<file path="src/hw/rtl/rcsa_pkg.sv">
// Shared types, constants and helpers for the rotated cell statistics accumulator.
`default_nettype none

package rcsa_pkg;

  localparam int OP_W          = 2;
  localparam int POS_W         = 10;
  localparam int SAMPLE_W      = 16;
  localparam int CH_W          = 2;
  localparam int SUM_W         = 40;
  localparam int COUNT_W       = 24;
  localparam int SAMPLE_INPUTS = 4;
  localparam int EVENT_SAMPLES = 1000;
  localparam int DEF_CELLS     = 1024;
  localparam int DEF_CHANNELS  = 4;
  // Cell index width at the largest supported array size.
  localparam int CELL_MAX_W    = 12;
  // Conditional subtract steps that reduce an (offset + position) sum below CELLS.
  localparam int MOD_STEPS     = 7;

  localparam logic [OP_W-1:0] OP_ACCUM      = 2'd0;
  localparam logic [OP_W-1:0] OP_READ       = 2'd1;
  localparam logic [OP_W-1:0] OP_READ_CLEAR = 2'd2;

  typedef struct packed {
    logic [OP_W-1:0]     operation;
    logic [POS_W-1:0]    sample_pos;
    logic [SAMPLE_W-1:0] sample_ch0;
    logic [SAMPLE_W-1:0] sample_ch1;
    logic [SAMPLE_W-1:0] sample_ch2;
    logic [SAMPLE_W-1:0] sample_ch3;
    logic [POS_W-1:0]    offset_pair_a;
    logic [POS_W-1:0]    offset_pair_b;
    logic [POS_W-1:0]    read_cell;
    logic [CH_W-1:0]     read_channel;
  } in_item_t;

  typedef struct packed {
    logic [SUM_W-1:0]   cell_sum;
    logic [COUNT_W-1:0] cell_count;
    logic               saturated;
  } out_item_t;

  typedef struct packed {
    logic               sat;
    logic [COUNT_W-1:0] count;
    logic [SUM_W-1:0]   sum;
  } entry_t;

  typedef enum logic [1:0] {
    ST_CLEAR,
    ST_IDLE,
    ST_READ,
    ST_UPDATE
  } ctl_state_t;

  typedef struct packed {
    logic load;
    logic rd;
    logic upd;
    logic clr_step;
  } dp_cmd_t;

  typedef struct packed {
    logic clr_last;
    logic need_out;
    logic out_free;
  } dp_status_t;

  // Reduce a value below 2^(POS_W+1) modulo cells by shifted conditional subtracts.
  function automatic logic [CELL_MAX_W-1:0] mod_cells(input logic [POS_W:0] v,
                                                       input int unsigned cells);
    int unsigned r;
    r = 32'(v);
    for (int k = MOD_STEPS - 1; k >= 0; k--) begin
      if (r >= (cells << k)) begin
        r = r - (cells << k);
      end
    end
    return r[CELL_MAX_W-1:0];
  endfunction

endpackage

`default_nettype wire

</file>
<file path="src/hw/rtl/rcsa_ctrl.sv">
// Control state machine: clearing pass, item sequencing and result hand-off.
`default_nettype none

module rcsa_ctrl
  import rcsa_pkg::*;
(
  input  logic       clk,
  input  logic       rst,
  input  logic       item_valid,
  output logic       item_stall,
  input  dp_status_t status,
  output dp_cmd_t    cmd
);

  ctl_state_t state, state_next;

  always_ff @(posedge clk) begin
    if (rst) begin
      state <= ST_CLEAR;
    end else begin
      state <= state_next;
    end
  end

  always_comb begin
    state_next = state;
    cmd        = '0;
    item_stall = rst || (state != ST_IDLE);
    case (state)
      ST_CLEAR: begin
        cmd.clr_step = 1'b1;
        if (status.clr_last) begin
          state_next = ST_IDLE;
        end
      end
      ST_IDLE: begin
        if (item_valid && !rst) begin
          cmd.load   = 1'b1;
          state_next = ST_READ;
        end
      end
      ST_READ: begin
        cmd.rd     = 1'b1;
        state_next = ST_UPDATE;
      end
      ST_UPDATE: begin
        // hold here while a read result has nowhere to go
        if (!status.need_out || status.out_free) begin
          cmd.upd    = 1'b1;
          state_next = ST_IDLE;
        end
      end
      default: begin
        state_next = ST_CLEAR;
      end
    endcase
  end

endmodule

`default_nettype wire

</file>
<file path="config.mk">
export PLATFORM = sky130hd
export DESIGN_NAME = rcsa_ctrl
export DESIGN_NICKNAME = d
export VERILOG_FILES = /design/src/hw/rtl/rcsa_pkg.sv /design/src/hw/rtl/rcsa_ctrl.sv
export SDC_FILE = /design/constraint.sdc
export NUM_CORES = 1
export LEC_CHECK = 0
export BUFFER_PORTS_ARGS = -buffer_cell sky130_fd_sc_hd__buf_2
export CORE_AREA = 2 2 39 41
export CTS_CLUSTER_DIAMETER = 200
export CTS_CLUSTER_SIZE = 25
export DETAILED_ROUTE_END_ITERATION = 7
export DIE_AREA = 0 0 41 43
export GPL_TIMING_DRIVEN = 0
export MAX_ROUTING_LAYER = met4
export PLACE_DENSITY_LB_ADDON = 0.15
export SKIP_CTS_REPAIR_TIMING = 1
export SLEW_MARGIN = 5
export SYNTH_ARGS = -nofsm -noshare
export SYNTH_HDL_FRONTEND = slang
export SYNTH_SLANG_ARGS = --single-unit
</file>
<file path="constraint.sdc">
create_clock -name clk -period 3.1 [get_ports clk]
set_input_delay 0.465 -clock clk [delete_from_list [all_inputs] [get_ports clk]]
set_output_delay 0.465 -clock clk [all_outputs]
set_load 0.1 [all_outputs]
</file>
== Word-level counts from Yosys, hierarchy flattened ==
Index checks and enable logic that the tools add are counted.

* Flip-flop bits (word level): 2
* Input bits: 6
* Output and inout bits: 5
* Word-level logic and storage cells: 25

* Eq/ne operators: 7
* Multiplexer cells: 10
* Reductions and logical operators: 7

{| class="wikitable"
|+ Operator list
! cell !! count
|-
| $pmux W2 S4 || 1
|-
| $mux W1 || 6
|-
| $mux W2 || 3
|-
| $ne A2 B2 Y1 const B || 3
|-
| $eq A2 B2 Y1 const B || 2
|-
| $reduce_and A3 Y1 || 1
|-
| $eq A2 B1 Y1 const B || 1
|-
| $logic_not A1 Y1 || 2
|-
| $logic_not A2 Y1 || 1
|-
| $logic_or A1 B1 Y1 || 2
|-
| $ne A2 B1 Y1 const B || 1
|-
| $logic_and A1 B1 Y1 || 1
|}

== Depth between registers and ports, before layout ==
Gate-level depths: netlist of the first run.

* Depth in word-level cells: 4
* Mapped depth: 5

== Worst setup path after synthesis of the first run ==
Ideal clock, no wire load.

* Path kind: register to output
* Start point: register state[0]
* End point: output port cmd[1] (netlist name)
* Data arrival time: 2.703 ns
* Data required time: 2.635 ns
* Path slack: -0.068 ns
* Stages on the path, launching flop included: 3
* Cell sequence: dfxtp_1 ha_1 a21boi_0

{| class="wikitable"
|+ RTL lines
! element !! line !! text
|-
| start: declaration || rcsa_ctrl.sv:15 || <nowiki>ctl_state_t state, state_next;</nowiki>
|-
| start signal: assignment || rcsa_ctrl.sv:21 || <nowiki>state <= state_next;</nowiki>
|-
| end: declaration || rcsa_ctrl.sv:12 || <nowiki>output dp_cmd_t cmd</nowiki>
|}

== Worst setup path after layout of the first run ==
* Start point: register state[1]
* End point: output port item_stall

* Longest elaborated chain between the ends: 2

{| class="wikitable"
|+ Ends and longest elaborated chain
! element !! line !! text
|-
| $ne A2 B1 Y1 || rcsa_ctrl.sv:28 || <nowiki>item_stall = rst || (state != ST_IDLE);</nowiki>
|-
| $logic_or A1 B1 Y1 || rcsa_ctrl.sv:28 ||
|-
| end: declaration || rcsa_ctrl.sv:10 || <nowiki>output logic item_stall,</nowiki>
|}

No other way between the ends.

==> results of run 1 <==
[stage by stage]
step / cell area (um^2) / cells / total power, mW / util
final: 282 / 51 / 0.275 / 0.203
after CTS: 282 / 51 / 0.281 / 0.203
after floorplan: 189 / 22 / 0.199 / -
after global routing: 282 / 51 / 0.298 / 0.203
after global placement: 259 / 48 / 0.219 / 0.187
after detailed placement: 259 / 48 / 0.220 / 0.187
[layout by cell type, fill, tap and decap left out]
cell type / n
ha_1: 4
and3b_1: 1
nand2b_1: 3
or3_1: 1
o31ai_1: 1
dfxtp_1: 2
nor2_2: 1
a211oi_1: 1
inv_1: 4
buf_2: 10
nor2b_1: 1
a21oi_1: 1
mux2i_1: 1
a21boi_1: 1
clkbuf_4: 3
[logic make-up (layout without fill, tap and decap cells)]
| logic type | Yosys count | count (layout) | share of synthesized area |
|---|---|---|---|
| simple gates | 7 | 7 | 0.235 |
| fa+ha+maj | 4 | 4 | 0.268 |
| compound gates | 4 | 4 | 0.148 |
| buf+inv | 4 | 17 | 0.0805 |
| flops | 2 | 2 | 0.215 |
| mux | 1 | 1 | 0.0537 |
[power by group through the flow]
stage	sequential, mW	clock (mW)	combinational [mW]
CTS	0.0427	0.0611	0.177
detailed placement	0.0430	0	0.177
global placement	0.0439	0	0.175
floorplan	0.0409	0	0.158
finish	0.0422	0.0572	0.175
global route	0.0443	0.0629	0.190
[routing by layer]
metal	global-route usage	routed length (um)
met1	0.0481	160
met2	0.0938	212
met3	0.0628	44
met4	0.0600	0
met5	-	0
[area by class of cell]
| type | instances | area [um^2] |
|---|---|---|
| Inverter | 4 | 15.0 |
| Timing Repair Buffer | 10 | 50.0 |
| Fill cell | 160 | 1100 |
| Multi-Input combinational cell | 16 | 134 |
| Sequential cell | 2 | 40.0 |
| Clock buffer | 3 | 22.5 |
| Tap cell | 16 | 20.0 |
[worst paths after layout]
kind / startpoint / to / slack, ns / cells after the start
max reg2reg: state[0] / state[0] / 1.78 / 5
max: state[1] / item_stall / 1.23 / 4
min: rst / state[0] / 0.43 / 2
min reg2reg: state[0] / state[0] / 0.52 / 2
[worst register-to-register path, stage by stage (launching register included)]
cell,delay (ns)
dfxtp_1,0.37
inv_1,0.08
ha_1,0.20
nor2b_1,0.15
or3_1,0.31
a21oi_1,0.15
==> results.toml, run 1 <==
[outcome]
status = "complete, no violations"

[sta]
finalCritPeriodShare = 0.602
clock.fmax_mhz = 535
fin_crit_ns = 1.87
drv_slew = 0
setup_viol = 0
hold_ws_ns = 0.435
relSlewSlack = 0.677
finClkSkew_ns = 0.00235
worst_slack_ns = 1.23
tightest_slew_ns = 0.487
fin_tns_setup_ns = 0
finalHoldViolCount = 0
rsz0062_at_grt = "no"

[placement]
dp_hpwl_um = 332
dpl_worst_slack_ns = 1.40
portBuffers = 10
place_congestion = 0.559

[power]
p_switching_uw = 161
internal_power_uw = 113
p_seq_frac = 0.154
switching_share = 0.588
ir_worst_vdd_uv = 173
power_frac_comb = 0.638
clockPowerShare = 0.208
powerDensity_nw_per_um2 = 976
leakagePower_nw = 0.154

[synth]
ys_seq_area_frac = 0.215
synth_top_area_share = 0.268
synth_top_area_cell = "ha_1"
synth.net_count = 32
synth_ff_type = "dfxtp_1"
synth_common_cells = "4 x ha_1, 4 x inv_1, 3 x nand2b_1"
synth-async-reset-ratio = 0
netlist_top_cells_area = "ha_1 27%, dfxtp_1 21%, nand2b_1 10%"
synth.avg_cell_area_um2 = 8.47
yosysWarningCount = 0
netlist_instances = 22
ys_ff_latch = 2
syn_area_um2 = 186
synth_edf_count = 0
synth_cell_types = 13

[layout]
reg.largest.list = "state: 2 flops"
post_route_cells_drive_above_1_share = 0.400
layout.nets = 47
area_growth_pct = 51.0
largest_reg_flops = 2
regMostFlops = "state"
n_antenna_cell = 0

[clocking]
clockBufferDepth = 2
cts_sinks = 2
htree_num_levels = 1
tritoncts = "yes"
cts_buffers = 3
cts.reportedPaths.clkPinSlew_ns = 0.03
root_buffer = "clkbuf_4"
clkLatencyLatePin_ns = 0.22

[job]
cap_violations = 0

[worst_hold_path]
hold_path_class = "input pin to flip-flop"

[drt]
drt_wl_total_um = 417
remaining_drc_errors = 0
viasPerCell = 3.63
wl_per_cell_um = 8.18
drtIter0Drc = 3
ant_nets = 0
drt_pass1_iterations = 4
vias = 185

[setup_path]
cp.arrival_ns = 1.40
worst-path-max-fanout = 4
crit_type = "flip-flop to primary output"
cp_cell_sequence = "inv_1 -> ha_1 -> nand2b_1 -> buf_2"
cp_num_buf_inv = 2
cp.required_ns = 2.63
crit_family = "buffers and inverters"
cp-end-kind = "primary output"
cp-start-kind = "flip-flop"
critPathSlowestCell = "buf_2"
cpPeakStageDelay_ns = 0.43

[floorplan]
initial_core_util = 0.135
die_height_um = 43
ios = 11
row_count = 14
fp.coreArea_um2 = 1380
die_x_um = 41
dieArea_um2 = 1760

[global_routing]
overflow = 0
grt_max_degree = 5
grt_pass1_wl_um = 703
grtUsageTotal = 0.0678
grt_pass1_vias = 188
antenna_found_initial = 0
Power figures use the tool's default switching activity.
==> run 2: changes to the inputs <==
- clock period: 3.1 -> 1.9 ns (I/O delays scaled with it)
==> results.toml, run 2 (same netlist as run 1, synthesis figures left out) <==
[setup_path]
cp-start-kind = "flip-flop"
crit_start = "state[1]"
cp_num_buf_inv = 2
cp.required_ns = 1.62
critPathSlowestCell = "buf_2"
crit_type = "flip-flop to primary output"
cpPeakStageDelay_ns = 0.42
worst-path-max-fanout = 4
cp.arrival_ns = 1.43
cp_cell_sequence = "inv_1 -> ha_1 -> nand2b_2 -> nor2_4 -> buf_2"
rr_startpoint = "state[0]"
cp-end-kind = "primary output"
crit_family = "buffers and inverters"

[floorplan]
die_height_um = 43
ios = 11
dieArea_um2 = 1760
initial_core_util = 0.135
die_x_um = 41
fp.coreArea_um2 = 1380
row_count = 14

[drt]
drtIter0Drc = 1
ant_nets = 0
drt_pass1_iterations = 2
wl_per_cell_um = 7.94
vias = 196
remaining_drc_errors = 0
viasPerCell = 3.84
drt_wl_total_um = 405

[sta]
relSlewSlack = 0.679
tightest_slew_ns = 0.485
finalCritPeriodShare = 0.900
setup_viol = 0
fin_crit_ns = 1.71
finClkSkew_ns = 0.00196
rsz0062_at_grt = "no"
finalHoldViolCount = 0
fin_tns_setup_ns = 0
drv_slew = 0
clock.fmax_mhz = 585

[clocking]
htree_num_levels = 1
tritoncts = "yes"
root_buffer = "clkbuf_4"
cts_buffers = 3
cts_sinks = 2
clockBufferDepth = 2
clkLatencyLatePin_ns = 0.22
cts.reportedPaths.clkPinSlew_ns = 0.03

[power]
ir_worst_vdd_uv = 374
leakagePower_nw = 0.155
powerDensity_nw_per_um2 = 1550

[global_routing]
grt_max_degree = 5
grt_pass1_vias = 197
grtUsageTotal = 0.0647
antenna_found_initial = 0
grt_pass1_wl_um = 703
overflow = 0

[worst_hold_path]
hold_path_class = "input pin to flip-flop"
hp-start = "rst"

[layout]
reg.largest.list = "state: 2 flops"
final_common_cell = "buf_2"
layout.nets = 47
post_route_cells_drive_above_1_share = 0.457
final_cell_mix = "10 x buf_2, 4 x inv_1, 4 x ha_1"
n_antenna_cell = 0
area_growth_pct = 57.0
regMostFlops = "state"
design_area_um2 = 293
largest_reg_flops = 2

[job]
cap_violations = 0

[placement]
dp_hpwl_um = 338
portBuffers = 10
place_congestion = 0.582
dpl_cell_area_um2 = 270

[outcome]
status = "complete, no violations"
==> run 2: cell types whose count changed in the layout (fill, tap and decap cells not counted) <==
cell      previous run  this run
nor2_2               1         0
nand2b_2             0         1
a21boi_1             1         0
a21boi_2             0         1
nor2_4               0         1
nand2b_1             3         2
==> run 2: path summary, 6_finish.rpt <==
| path | to | slack, ns | cells past startpoint |
|---|---|---|---|
| setup / recovery | cmd[3] | 0.19 | 5 |
| hold / removal | state[0] | 0.27 | 2 |
| setup reg to reg | state[0] | 0.57 | 5 |
| hold reg to reg | state[0] | 0.52 | 2 |
==> run 2: area by class of cell <==
cell class                      instances  area, um^2
Fill cell                             168        1090
Multi-Input combinational cell         16         145
Timing Repair Buffer                   10        50.0
Sequential cell                         2        40.0
Clock buffer                            3        22.5
Tap cell                               16        20.0
Inverter                                4        15.0
==> run 2: metrics by stage <==
stage / instances / power [mW] / util / setup WS (ns) / hold slack (ns)
2_1_floorplan: 22 / 0.332 / - / 0.0647 / 0.354
3_3_place_gp: 48 / 0.365 / 0.195 / 0.414 / 0.495
3_5_place_dp: 48 / 0.365 / 0.195 / 0.411 / 0.498
4_1_cts: 51 / 0.468 / 0.212 / 0.164 / 0.255
5_1_grt: 51 / 0.485 / 0.212 / 0.0911 / 0.271
6_report: 51 / 0.455 / 0.212 / 0.190 / 0.267
==> run 2: power breakdown <==
part | total [mW] | internal, mW | leakage, nW | switching, mW
clock | 0.0940 | 0.0697 | 0.0138 | 0.0243
combinational | 0.291 | 0.0628 | 0.125 | 0.228
sequential | 0.0698 | 0.0557 | 0.0166 | 0.0141
==> run 2: layer usage <==
metal | global-route usage | vias to the layer above | wire [um]
met5 | - | - | 0
met1 | 0.0671 | 91 | 146
met2 | 0.0844 | 5 | 226
met3 | 0.0157 | 0 | 33
met4 | 0.0800 | 0 | 0
li1 | - | 100 | -
==> run 3: changes to the inputs <==
- CORE_AREA: 2 2 39 41 -> 10 10 47 49
- DIE_AREA: 0 0 41 43 -> 0 0 57 59
- GPL_ROUTABILITY_DRIVEN: unset -> 0
- PLACE_DENSITY_LB_ADDON: 0.15 -> unset
==> results.toml, run 3 (same netlist as run 1, synthesis figures left out) <==
[outcome]
status = "complete, no violations"

[clocking]
clockBufferDepth = 2
cts_sinks = 2
cts.reportedPaths.clkPinSlew_ns = 0.03
clkLatencyLatePin_ns = 0.23
root_buffer = "clkbuf_4"
tritoncts = "yes"
htree_num_levels = 1
cts_buffers = 3

[layout]
n_antenna_cell = 0
post-route-util = 0.209
final_cell_mix = "10 x buf_2, 4 x inv_1, 4 x ha_1"
final_common_cell = "buf_2"
reg.largest.list = "state: 2 flops"
post_route_cells_drive_above_1_share = 0.457
largest_reg_flops = 2
design_area_um2 = 293
n_fill_cell = 169
regMostFlops = "state"
layout.nets = 47
area_growth_pct = 57.0

[drt]
viasPerCell = 3.92
ant_nets = 0
drt_wl_total_um = 505
remaining_drc_errors = 0
wl_per_cell_um = 9.90
drtIter0Drc = 1
vias = 200
drt_pass1_iterations = 2

[sta]
finalHoldViolCount = 0
setup_viol = 0
worst_slack_ns = 0.165
tightest_slew_ns = 0.492
relSlewSlack = 0.674
fin_crit_ns = 1.73
rsz0062_at_grt = "no"
fin_tns_setup_ns = 0
finalCritPeriodShare = 0.913
clock.fmax_mhz = 576
finClkSkew_ns = 0.00326
drv_slew = 0

[setup_path]
cp-end-kind = "primary output"
worst-path-max-fanout = 4
cp.arrival_ns = 1.45
cp.required_ns = 1.62
r2r_setup_slack_ns = 0.58
crit_type = "flip-flop to primary output"
cp-start-kind = "flip-flop"

[floorplan]
ios = 11
die_height_um = 59
fp.coreArea_um2 = 1400
dieArea_um2 = 3360
die_x_um = 57
initial_core_util = 0.133
row_count = 14

[placement]
dpl_cell_area_um2 = 270
portBuffers = 10
dpl_worst_slack_ns = 0.386

[global_routing]
grt_use_met1 = 0.0201
grt_most_used_layer = "met2"
grt_max_degree = 5
grt_pass1_wl_um = 786
grtUsageTotal = 0.0333
use_met2 = 0.0543
antenna_found_initial = 0
use_met3 = 0.0236
grt_pass1_vias = 212
overflow = 0

[power]
leakagePower_nw = 0.155
powerDensity_nw_per_um2 = 1570
ir_worst_vdd_uv = 311
total_power_uw = 459

[job]
cap_violations = 0

[worst_hold_path]
hold_path_class = "input pin to flip-flop"
## run 3: cell counts in the layout (fill, tap and decap cells not counted)
Identical to the previous run, type by type.
## run 3: per-layer routing
metal | routed length, um | up-vias
li1 | - | 101
met1 | 173 | 88
met2 | 257 | 7
met3 | 50 | 4
met4 | 23 | 0
met5 | 0 | -
## run 3: area by class of cell
class,instances,area [um^2],share of cell area
repair buffers,10,50.0,0.171
well taps,16,20.0,0.0684
flip-flops and latches,2,40.0,0.137
inverters,4,15.0,0.0513
multi-input cells,16,145,0.496
clock buffers,3,22.5,0.0769
## run 3: power breakdown
group	leakage, nW	internal, mW	switching [mW]	total (mW)
registers	0.0166	0.0557	0.0148	0.0704
logic	0.125	0.0624	0.231	0.293
clock network	0.0138	0.0698	0.0259	0.0957
## run 3: path summary, 6_finish.rpt
path,startpoint,cells after the start,to
max,state[1],5,cmd[3]
min,rst,2,state[0]
max reg2reg,state[0],5,state[1]
min reg2reg,state[0],2,state[0]
## run 3: critical path, cell delays in order, from the launching register on
cell and delay [ns]:
dfxtp_1 0.33, inv_1 0.09, ha_1 0.19, nand2b_2 0.09, nor2_4 0.09, buf_2 0.42
## run 3: metrics by stage
step,hold WS [ns],cells
2_1_floorplan,0.354,22
6_report,0.254,51
4_1_cts,0.248,51
5_1_grt,0.259,51
3_3_place_gp,0.484,48
3_5_place_dp,0.488,48
